$ cat src/hdl/whole_word_replacer_assert.svh
// Assertion macros shared by the whole_word_replacer RTL.
// Each expects clk and rst_n in scope at the point of use.
`ifndef WHOLE_WORD_REPLACER_ASSERT_SVH
`define WHOLE_WORD_REPLACER_ASSERT_SVH

// Same-cycle implication.
`define WWR_ASSERT_IMP(name, ante, cons) \
    name: assert property (@(posedge clk) disable iff (!rst_n) (ante) |-> (cons)) \
        else $error("whole_word_replacer: same-cycle check failed");

// Next-cycle implication.
`define WWR_ASSERT_NXT(name, ante, cons) \
    name: assert property (@(posedge clk) disable iff (!rst_n) (ante) |=> (cons)) \
        else $error("whole_word_replacer: next-cycle check failed");

`endif

$ cat src/hdl/wwr_pkg.sv
`timescale 1ns / 1ps
`default_nettype none

package wwr_pkg;

    localparam int BYTE_W             = 8;
    localparam int CNT_W              = 4;
    localparam int MAX_WORD_BYTES_DEF = 8;
    // longest burst of data bytes in one job: a full word plus the byte that overflows it
    localparam int JOB_BYTES          = 9;
    localparam int Q_DEPTH            = 4;
    localparam int CFG_IDX_W          = 3;
    localparam int CFG_DATA_W         = 64;

    localparam logic [BYTE_W-1:0] SPACE_BYTE = 8'd32;

    localparam logic [CFG_IDX_W-1:0] CFG_TARGET_WORD        = 3'd0;
    localparam logic [CFG_IDX_W-1:0] CFG_TARGET_LENGTH      = 3'd1;
    localparam logic [CFG_IDX_W-1:0] CFG_REPLACEMENT_WORD   = 3'd2;
    localparam logic [CFG_IDX_W-1:0] CFG_REPLACEMENT_LENGTH = 3'd3;
    localparam logic [CFG_IDX_W-1:0] CFG_MATCH_CASE         = 3'd4;

    typedef struct packed {
        logic [63:0]      target_word;
        logic [CNT_W-1:0] target_length;
        logic [63:0]      replacement_word;
        logic [CNT_W-1:0] replacement_length;
        logic             match_case;
    } cfg_t;

    typedef struct packed {
        logic                       last;
        logic                       sep;
        logic [CNT_W-1:0]           n;
        logic [JOB_BYTES*BYTE_W-1:0] data;
    } job_t;

    function automatic logic [BYTE_W-1:0] fold_byte(input logic [BYTE_W-1:0] b,
                                                    input logic mc);
        logic [BYTE_W-1:0] r;
        r = b;
        if (!mc && b >= 8'd65 && b <= 8'd90)
            r = b + 8'd32;
        return r;
    endfunction

endpackage

`default_nettype wire

$ cat src/hdl/wwr_front.sv
`timescale 1ns / 1ps
`default_nettype none

module wwr_front import wwr_pkg::*; #(
    parameter int MAX_WORD_BYTES = MAX_WORD_BYTES_DEF
) (
    input  wire logic              clk,
    input  wire logic              rst_n,
    input  wire cfg_t              cfg,
    input  wire logic              accept,
    input  wire logic [BYTE_W-1:0] in_byte,
    input  wire logic              in_last,
    input  wire logic              in_empty,
    output logic                   push,
    output job_t                   job
);

    localparam logic [CNT_W-1:0] MAX_CNT = CNT_W'(MAX_WORD_BYTES);

    logic [BYTE_W-1:0] word_mem [MAX_WORD_BYTES];
    logic [CNT_W-1:0]  count_reg, count_next;
    logic              pass_reg, pass_next;
    logic              emitted_reg, emitted_next;

    logic is_sp, store, flush, passb, emit_word, match;
    logic [CNT_W-1:0] eff_cnt, rep_len;
    logic [JOB_BYTES-1:0][BYTE_W-1:0] eff;

    always_comb
    begin
        is_sp     = !in_empty && (in_byte == SPACE_BYTE);
        store     = !in_empty && !is_sp && !pass_reg && (count_reg < MAX_CNT);
        flush     = !in_empty && !is_sp && !pass_reg && (count_reg >= MAX_CNT);
        passb     = !in_empty && !is_sp && pass_reg;
        eff_cnt   = count_reg + CNT_W'(store || flush);
        emit_word = (is_sp || in_last) && !pass_reg && !flush && (eff_cnt != '0);
    end

    // current word with the incoming byte dropped into its slot
    always_comb
    begin
        eff = '0;
        for (int i = 0; i < MAX_WORD_BYTES; i++)
            eff[i] = word_mem[i];
        for (int i = 0; i < JOB_BYTES; i++)
            if ((store || flush) && count_reg == CNT_W'(i))
                eff[i] = in_byte;
    end

    always_comb
    begin
        match = (eff_cnt == cfg.target_length);
        for (int i = 0; i < 8; i++)
            if (CNT_W'(i) < eff_cnt &&
                fold_byte(eff[i], cfg.match_case) !=
                fold_byte(cfg.target_word[i*BYTE_W +: BYTE_W], cfg.match_case))
                match = 1'b0;
        rep_len = (cfg.replacement_length > 4'd8) ? 4'd8 : cfg.replacement_length;
    end

    always_comb
    begin
        job.last = in_last;
        job.sep  = (emit_word || flush) && emitted_reg;
        job.n    = '0;
        job.data = eff;
        priority if (passb)
        begin
            job.n    = 4'd1;
            job.data = {{(JOB_BYTES-1)*BYTE_W{1'b0}}, in_byte};
        end
        else if (flush)
        begin
            job.n = eff_cnt;
        end
        else if (emit_word)
        begin
            if (match)
            begin
                job.n    = rep_len;
                job.data = {{(JOB_BYTES-8)*BYTE_W{1'b0}}, cfg.replacement_word};
            end
            else
            begin
                job.n = eff_cnt;
            end
        end
        // drop a job that yields no beat unless it closes the string
        push = accept && (in_last || job.sep || job.n != '0);
    end

    always_comb
    begin
        count_next   = count_reg;
        pass_next    = pass_reg;
        emitted_next = emitted_reg;
        if (accept)
        begin
            if (in_last)
            begin
                count_next   = '0;
                pass_next    = 1'b0;
                emitted_next = 1'b0;
            end
            else
            begin
                if (store)
                    count_next = count_reg + 4'd1;
                else if (is_sp || flush)
                    count_next = '0;
                if (flush)
                    pass_next = 1'b1;
                else if (is_sp)
                    pass_next = 1'b0;
                emitted_next = emitted_reg || emit_word || flush;
            end
        end
    end

    always_ff @(posedge clk or negedge rst_n)
    begin
        if (!rst_n)
        begin
            count_reg   <= '0;
            pass_reg    <= 1'b0;
            emitted_reg <= 1'b0;
        end
        else
        begin
            count_reg   <= count_next;
            pass_reg    <= pass_next;
            emitted_reg <= emitted_next;
        end
    end

    always_ff @(posedge clk)
    begin
        for (int i = 0; i < MAX_WORD_BYTES; i++)
            if (accept && store && count_reg == CNT_W'(i))
                word_mem[i] <= in_byte;
    end

endmodule

`default_nettype wire

$ cat src/hdl/wwr_fifo.sv
`timescale 1ns / 1ps
`default_nettype none

module wwr_fifo import wwr_pkg::*; (
    input  wire logic clk,
    input  wire logic rst_n,
    input  wire logic push,
    input  wire job_t push_job,
    input  wire logic pop,
    output logic      head_valid,
    output job_t      head_job,
    output logic      full
);

    localparam int PTR_W = $clog2(Q_DEPTH);
    localparam int CNT_QW = $clog2(Q_DEPTH + 1);

    job_t              slot [Q_DEPTH];
    logic [PTR_W-1:0]  wr_ptr_reg, rd_ptr_reg;
    logic [CNT_QW-1:0] count_reg, count_next;

    assign head_valid = (count_reg != '0);
    assign full       = (count_reg == CNT_QW'(Q_DEPTH));
    assign head_job   = slot[rd_ptr_reg];

    always_comb
    begin
        count_next = count_reg;
        unique case ({push, pop})
            2'b10:   count_next = count_reg + 1'b1;
            2'b01:   count_next = count_reg - 1'b1;
            default: count_next = count_reg;
        endcase
    end

    always_ff @(posedge clk or negedge rst_n)
    begin
        if (!rst_n)
        begin
            wr_ptr_reg <= '0;
            rd_ptr_reg <= '0;
            count_reg  <= '0;
        end
        else
        begin
            if (push)
                wr_ptr_reg <= wr_ptr_reg + 1'b1;
            if (pop)
                rd_ptr_reg <= rd_ptr_reg + 1'b1;
            count_reg <= count_next;
        end
    end

    always_ff @(posedge clk)
    begin
        if (push)
            slot[wr_ptr_reg] <= push_job;
    end

`include "whole_word_replacer_assert.svh"

    `WWR_ASSERT_IMP(fifo_count_in_range, 1'b1, count_reg <= CNT_QW'(Q_DEPTH))
    `WWR_ASSERT_IMP(fifo_no_push_when_full, push, !full)

endmodule

`default_nettype wire

$ cat src/hdl/wwr_emit.sv
`timescale 1ns / 1ps
`default_nettype none

module wwr_emit import wwr_pkg::*; (
    input  wire logic              clk,
    input  wire logic              rst_n,
    input  wire logic              head_valid,
    input  wire job_t              head_job,
    output logic                   pop,
    output logic                   out_valid,
    input  wire logic              out_stall,
    output logic [BYTE_W-1:0]      out_byte,
    output logic                   out_has_byte,
    output logic                   out_last
);

    logic [CNT_W-1:0]  pos_reg;
    logic              out_valid_reg;
    logic [BYTE_W-1:0] out_byte_reg;
    logic              out_has_byte_reg, out_last_reg;

    logic [CNT_W-1:0]  total, idx;
    logic              advance, last_item;
    logic [BYTE_W-1:0] item_byte;

    always_comb
    begin
        total     = {{(CNT_W-1){1'b0}}, head_job.sep} + head_job.n;
        idx       = pos_reg - {{(CNT_W-1){1'b0}}, head_job.sep};
        last_item = (total == '0) || (pos_reg == total - 4'd1);
        advance   = head_valid && (!out_valid_reg || !out_stall);
        pop       = advance && last_item;
        if (total == '0)
            item_byte = '0;
        else if (head_job.sep && pos_reg == '0)
            item_byte = SPACE_BYTE;
        else
            item_byte = head_job.data[{idx, 3'b000} +: BYTE_W];
    end

    always_ff @(posedge clk or negedge rst_n)
    begin
        if (!rst_n)
        begin
            pos_reg       <= '0;
            out_valid_reg <= 1'b0;
        end
        else
        begin
            if (advance)
                pos_reg <= last_item ? '0 : pos_reg + 4'd1;
            if (advance)
                out_valid_reg <= 1'b1;
            else if (!out_stall)
                out_valid_reg <= 1'b0;
        end
    end

    // load a new beat only when the previous one has gone
    always_ff @(posedge clk)
    begin
        if (advance)
        begin
            out_byte_reg     <= item_byte;
            out_has_byte_reg <= (total != '0);
            out_last_reg     <= head_job.last && last_item;
        end
    end

    assign out_valid    = out_valid_reg;
    assign out_byte     = out_byte_reg;
    assign out_has_byte = out_has_byte_reg;
    assign out_last     = out_last_reg;

`include "whole_word_replacer_assert.svh"

    `WWR_ASSERT_IMP(emit_pos_within_job, head_valid && total != '0, pos_reg < total)
    `WWR_ASSERT_IMP(emit_pos_idle_zero, !head_valid, pos_reg == '0)

endmodule

`default_nettype wire

$ cat src/hdl/whole_word_replacer.sv
// whole_word_replacer: rewrites a byte stream word by word.
// Input channel (in_valid/in_stall): one text byte per beat, in_last closes the
// string, in_empty marks a beat that carries no byte (only the end mark if in_last). Words are split
// on spaces; a word equal to the target (exact or ASCII case-blind) is swapped
// for the replacement, and words go out joined by single spaces.
// Output channel (out_valid/out_stall): one byte per beat, or an end-only
// marker (out_has_byte low) when a closing beat yields nothing; out_last flags
// the final beat of each string.
// Configuration: write cfg_data to register cfg_index while cfg_write is high,
// only while the block is idle.
// The beat ending a word queues its job; the emitter then registers its bytes.
// Throughput: one input beat per cycle while the 4-entry job queue has room;
// the emitter sends one output beat per cycle while out_stall is low, and an
// overlong word flush yields up to 10 output beats.
// Receiver stall holds the output register; the queue then fills and in_stall
// rises. Reset clears word state, the queue and the output, and returns the
// registers to target length 1, exact compare, empty replacement.
`timescale 1ns / 1ps
`default_nettype none

module whole_word_replacer import wwr_pkg::*; #(
    parameter int MAX_WORD_BYTES = MAX_WORD_BYTES_DEF
) (
    input  wire logic                  clk,
    input  wire logic                  rst_n,
    input  wire logic                  cfg_write,
    input  wire logic [CFG_IDX_W-1:0]  cfg_index,
    input  wire logic [CFG_DATA_W-1:0] cfg_data,
    input  wire logic                  in_valid,
    output logic                       in_stall,
    input  wire logic [BYTE_W-1:0]     in_byte,
    input  wire logic                  in_last,
    input  wire logic                  in_empty,
    output logic                       out_valid,
    input  wire logic                  out_stall,
    output logic [BYTE_W-1:0]          out_byte,
    output logic                       out_has_byte,
    output logic                       out_last
);

    cfg_t cfg_reg;
    logic push, pop, head_valid, full, accept;
    job_t push_job, head_job;

    always_ff @(posedge clk or negedge rst_n)
    begin
        if (!rst_n)
        begin
            cfg_reg.target_word        <= '0;
            cfg_reg.target_length      <= 4'd1;
            cfg_reg.replacement_word   <= '0;
            cfg_reg.replacement_length <= '0;
            cfg_reg.match_case         <= 1'b1;
        end
        else if (cfg_write)
        begin
            unique case (cfg_index)
                CFG_TARGET_WORD:        cfg_reg.target_word        <= cfg_data;
                CFG_TARGET_LENGTH:      cfg_reg.target_length      <= cfg_data[CNT_W-1:0];
                CFG_REPLACEMENT_WORD:   cfg_reg.replacement_word   <= cfg_data;
                CFG_REPLACEMENT_LENGTH: cfg_reg.replacement_length <= cfg_data[CNT_W-1:0];
                CFG_MATCH_CASE:         cfg_reg.match_case         <= cfg_data[0];
                default:                ;
            endcase
        end
    end

    assign in_stall = full;
    assign accept   = in_valid && !full;

    wwr_front #(
        .MAX_WORD_BYTES(MAX_WORD_BYTES)
    ) u_front (
        .clk     (clk),
        .rst_n   (rst_n),
        .cfg     (cfg_reg),
        .accept  (accept),
        .in_byte (in_byte),
        .in_last (in_last),
        .in_empty(in_empty),
        .push    (push),
        .job     (push_job)
    );

    wwr_fifo u_fifo (
        .clk       (clk),
        .rst_n     (rst_n),
        .push      (push),
        .push_job  (push_job),
        .pop       (pop),
        .head_valid(head_valid),
        .head_job  (head_job),
        .full      (full)
    );

    wwr_emit u_emit (
        .clk         (clk),
        .rst_n       (rst_n),
        .head_valid  (head_valid),
        .head_job    (head_job),
        .pop         (pop),
        .out_valid   (out_valid),
        .out_stall   (out_stall),
        .out_byte    (out_byte),
        .out_has_byte(out_has_byte),
        .out_last    (out_last)
    );

endmodule

`default_nettype wire

$ cat config.mk
export PLATFORM = sky130hd
export DESIGN_NAME = whole_word_replacer
export DESIGN_NICKNAME = d
export VERILOG_FILES = /design/src/hdl/wwr_pkg.sv /design/src/hdl/wwr_front.sv /design/src/hdl/wwr_fifo.sv /design/src/hdl/wwr_emit.sv /design/src/hdl/whole_word_replacer.sv
export VERILOG_INCLUDE_DIRS = /design/src /design/src/hdl
export SDC_FILE = /design/constraint.sdc
export NUM_CORES = 1
export LEC_CHECK = 0
export BUFFER_PORTS_ARGS = -buffer_cell sky130_fd_sc_hd__buf_4
export CORE_MARGIN = 2
export CORE_UTILIZATION = 62
export DETAILED_ROUTE_END_ITERATION = 8
export PLACE_DENSITY = 0.86
export SKIP_CTS_REPAIR_TIMING = 1
export SLEW_MARGIN = 20
export SYNTH_ARGS = -nofsm -noshare
export SYNTH_HDL_FRONTEND = slang
export SYNTH_HIERARCHICAL = 1
export SYNTH_SLANG_ARGS = --single-unit
export TNS_END_PERCENT = 5
$ cat constraint.sdc
create_clock -name clk -period 9.1 [get_ports clk]
set_input_delay 1.82 -clock clk [delete_from_list [all_inputs] [get_ports clk]]
set_output_delay 1.82 -clock clk [all_outputs]
set_load 0.02 [all_outputs]
==> impl_results.md <==
* Setup-failing EPs final at 0
* Post-synth EDFFs at between 300 and 400
* DP Wirelength at roughly 42,000 um
* Clk slew on worst S/H paths at approximately 0.060 ns
* Mux contribution to synthesized area at 18.0%
* Post-synth cell types at 99
* Top cells by area, synth: edfxtp_1, dfrtp_1, mux4_2, mux2_2, mux2_4
* Synth Area in Adders at 1.74%
* Clock Tree Root: clkbuf_16
* Crit. End Element: register
* Most common cell in the netlist: edfxtp_1
* Layout Nets at roughly 1,900
* CTS max path bufs at 3
* Area leader, netlist: edfxtp_1
* CP max FO at 25
* CTS tree: yes
* First-pass GRT wire length at slightly below 100,000 um
* WL final at about 65,000 um
* Seq/Total Area, Yosys at 58.9%
* Synth Area per Inst at approximately 15 sq um
* Largest net degree at the start of global routing at between 100 and 150
* Worst hold path type: reg2reg
* Fmax at approximately 0.12 GHz
* Ratio of cells with drive above 1 in the final layout at between 20% and 30%
* Worst hold slack at approximately 0.49 ns
* Area of the multi-input gates at slightly below 0.01 sq mm
* Core area at 0.0419 sq mm
* Synth async-reset ratio at between 20% and 30%
* Netlist Area Pre-Place at between 0.02 and 0.03 sq mm
* Cells after Synth at approximately 1,700
* Setup_tns at 0 ns
* Final Critical Period at between 8 and 9 ns
* R2r startpoint: u_front/pass_reg
* Area grow syn2layout at 10.3%
* Layout Utilization at about 70%
* Synth Net Count at around 1,800
* Die width at about 210 um
* Slowest-stage cell, CP: a2111oi_0
* Wire per inst at approximately 27 um
* Largest family of logic cells by synthesized area: multiplexers
* Critical-path cell list: buf_4, or4b_1, nor2_1, nor2_1, ha_1, ha_1, xor3_1, nor3_1, nand3_1, a2111oi_0, o211ai_1, a2111oi_0, o22ai_1, and4bb_2, nand3_1, nand3_1, o31a_1, inv_1, ha_1, fa_1, xnor2_1, nor2_1, xor2_1
* Status: complete, no violations
* Worst Tran Pin Value at roughly 1.1 ns
* Die Area at 0.0440 sq mm
* Routed vias at 16,200
* Grt total ovfl at 0
* Total Power at about 8.5 mW
* Lkg Pwr at 10.8 nW
* Final Hold Vio Count at 0
* H-Tree Level Count at 2
* Dominant synthesized flop cell: edfxtp_1
* Routed vias/inst at 6.79
* Synth Register Bits at roughly 540
* Starting DRT DRC Count at around 2,100
* Power Dens Cells at 295 mW/mm^2
* Tcrit/Tclk final at between 80% and 90%
* Die H at about 210 um
* Worst vdd ir at approximately 0.00018 V
* Skew-Pair Late Insertion Delay at 0.62 ns
* Hold wc startpoint: u_fifo/count_reg[2]
* Synth Area in Compound Gates at between 7 and 8%
* Gpl congestion at 0.977
* FILL cells at around 2,600
* Fin cells at roughly 2,400
* IO Count at 94
* Max reg flops at 312
* Relative slew slack at a little over a quarter
* Simple-gate portion of the synthesized area at roughly 7.8%
* WP data required at 9.58 ns
* Sequential Area at approximately 0.015 sq mm
* Drt first pass iters at 8
* Final Max Tran Viols at 0
* Post-detailed-route DRC marker count at 0
* Vias in the first global route at ~16,000
* Synth Warn # at 6
* RSZ-0062 raised after global routing: no
* TritonCTS Buffers at 54
* Crit Path Class: in2reg
* Sinks on Clock Net at 541
* Crit start category: input port
* MaxCap Viol Count at 0
* Placed Instances at 2,283
* Final Skew at 0.0354 ns
* Initial Util at ~63%
* Share of Yosys cell area claimed by the top area cell type at 44.2%
* Worst Path Arrival at ~8.5 ns
* FP Rows at 75
* GRT Total Usage at between 30% and 40%
* Port Buffer Count at between 90 and 100
* List of most frequent post-synthesis cells: edfxtp_1, dfrtp_1, nor2_1
* Initial antenna violation count at 1
* Worst path max stage delay at about 0.8 ns
* Antenna viol nets, final at 0
* Synth Area in XOR/XNOR at 2.86%
* Crit path from: in_byte[3]
==> path summary, 6_finish.rpt <==
path	to	slack, ns	depth (start not counted)
max	u_fifo/count_reg[2]	1.09	23
min	u_fifo/count_reg[2]	0.49	1
max reg2reg	u_fifo/count_reg[2]	2.56	21
min reg2reg	u_fifo/count_reg[2]	0.49	1
max in group asynchronous	cfg_reg[14]	6.78	2
min in group asynchronous	u_emit/pos_reg[2]	1.18	1
==> cell families after synthesis <==
logic type / after synthesis
mux: 314
xor+xnor: 81
compound gates: 244
buf+inv: 123
fa+ha+maj: 36
flops: 541
simple gates: 381
==> metal layers <==
layer / GRT usage, % / wire length, um
met5: 0 / 0
met4: 11.1 / 2330
met3: 4.74 / 5560
met2: 49.2 / 31600
met1: 41.4 / 25500
==> power breakdown <==
part	internal, mW	switching [mW]
logic	1.24	1.48
registers	3.20	0.333
clock network	1.30	0.980
==> critical path, delay by kind of cell <==
family / cells / cell delay (ns)
AND/OR/NAND/NOR: 9 / 2.31
AO/OA/AOI/OAI: 5 / 2.11
adder cells (fa/ha/maj): 4 / 1.16
XOR/XNOR: 3 / 0.72
buffers and inverters: 2 / 0.33
==> layout by cell type, fill, tap and decap left out, drive strengths merged, types with 8 or more instances in the layout <==
cell / instances
a211oi: 50
a21o: 8
a21oi: 38
a31oi: 18
and2: 35
and3: 9
buf: 113
clkbuf: 66
clkinv: 21
dfrtp: 153
edfxtp: 386
ha: 35
inv: 37
mux2: 155
mux2i: 66
mux4: 93
nand2: 67
nand2b: 28
nand3: 27
nor2: 108
nor2b: 9
nor3: 31
nor4b: 8
o211ai: 11
o21ai: 31
o22ai: 8
o31ai: 8
xnor2: 47
xor2: 31
==> final cells by class <==
class | instances | share of cell area (%)
diodes | 1 | 0.00864
clock buffers | 66 | 5.07
clock inverters | 35 | 1.26
inverters | 34 | 0.441
multi-input cells | 1056 | 34.3
flip-flops and latches | 541 | 53.5
well taps | 539 | 2.33
repair buffers | 113 | 3.16
==> stage by stage <==
stage / instance area, sq um / setup slack, ns
6_report: 28900 / 1.09
5_1_grt: 28900 / 0.778
4_1_cts: 28900 / 1.28
3_5_place_dp: 27100 / 0.693
3_3_place_gp: 27100 / 1.01
2_1_floorplan: 26300 / 0.925
Power figures use the tool's default switching activity.
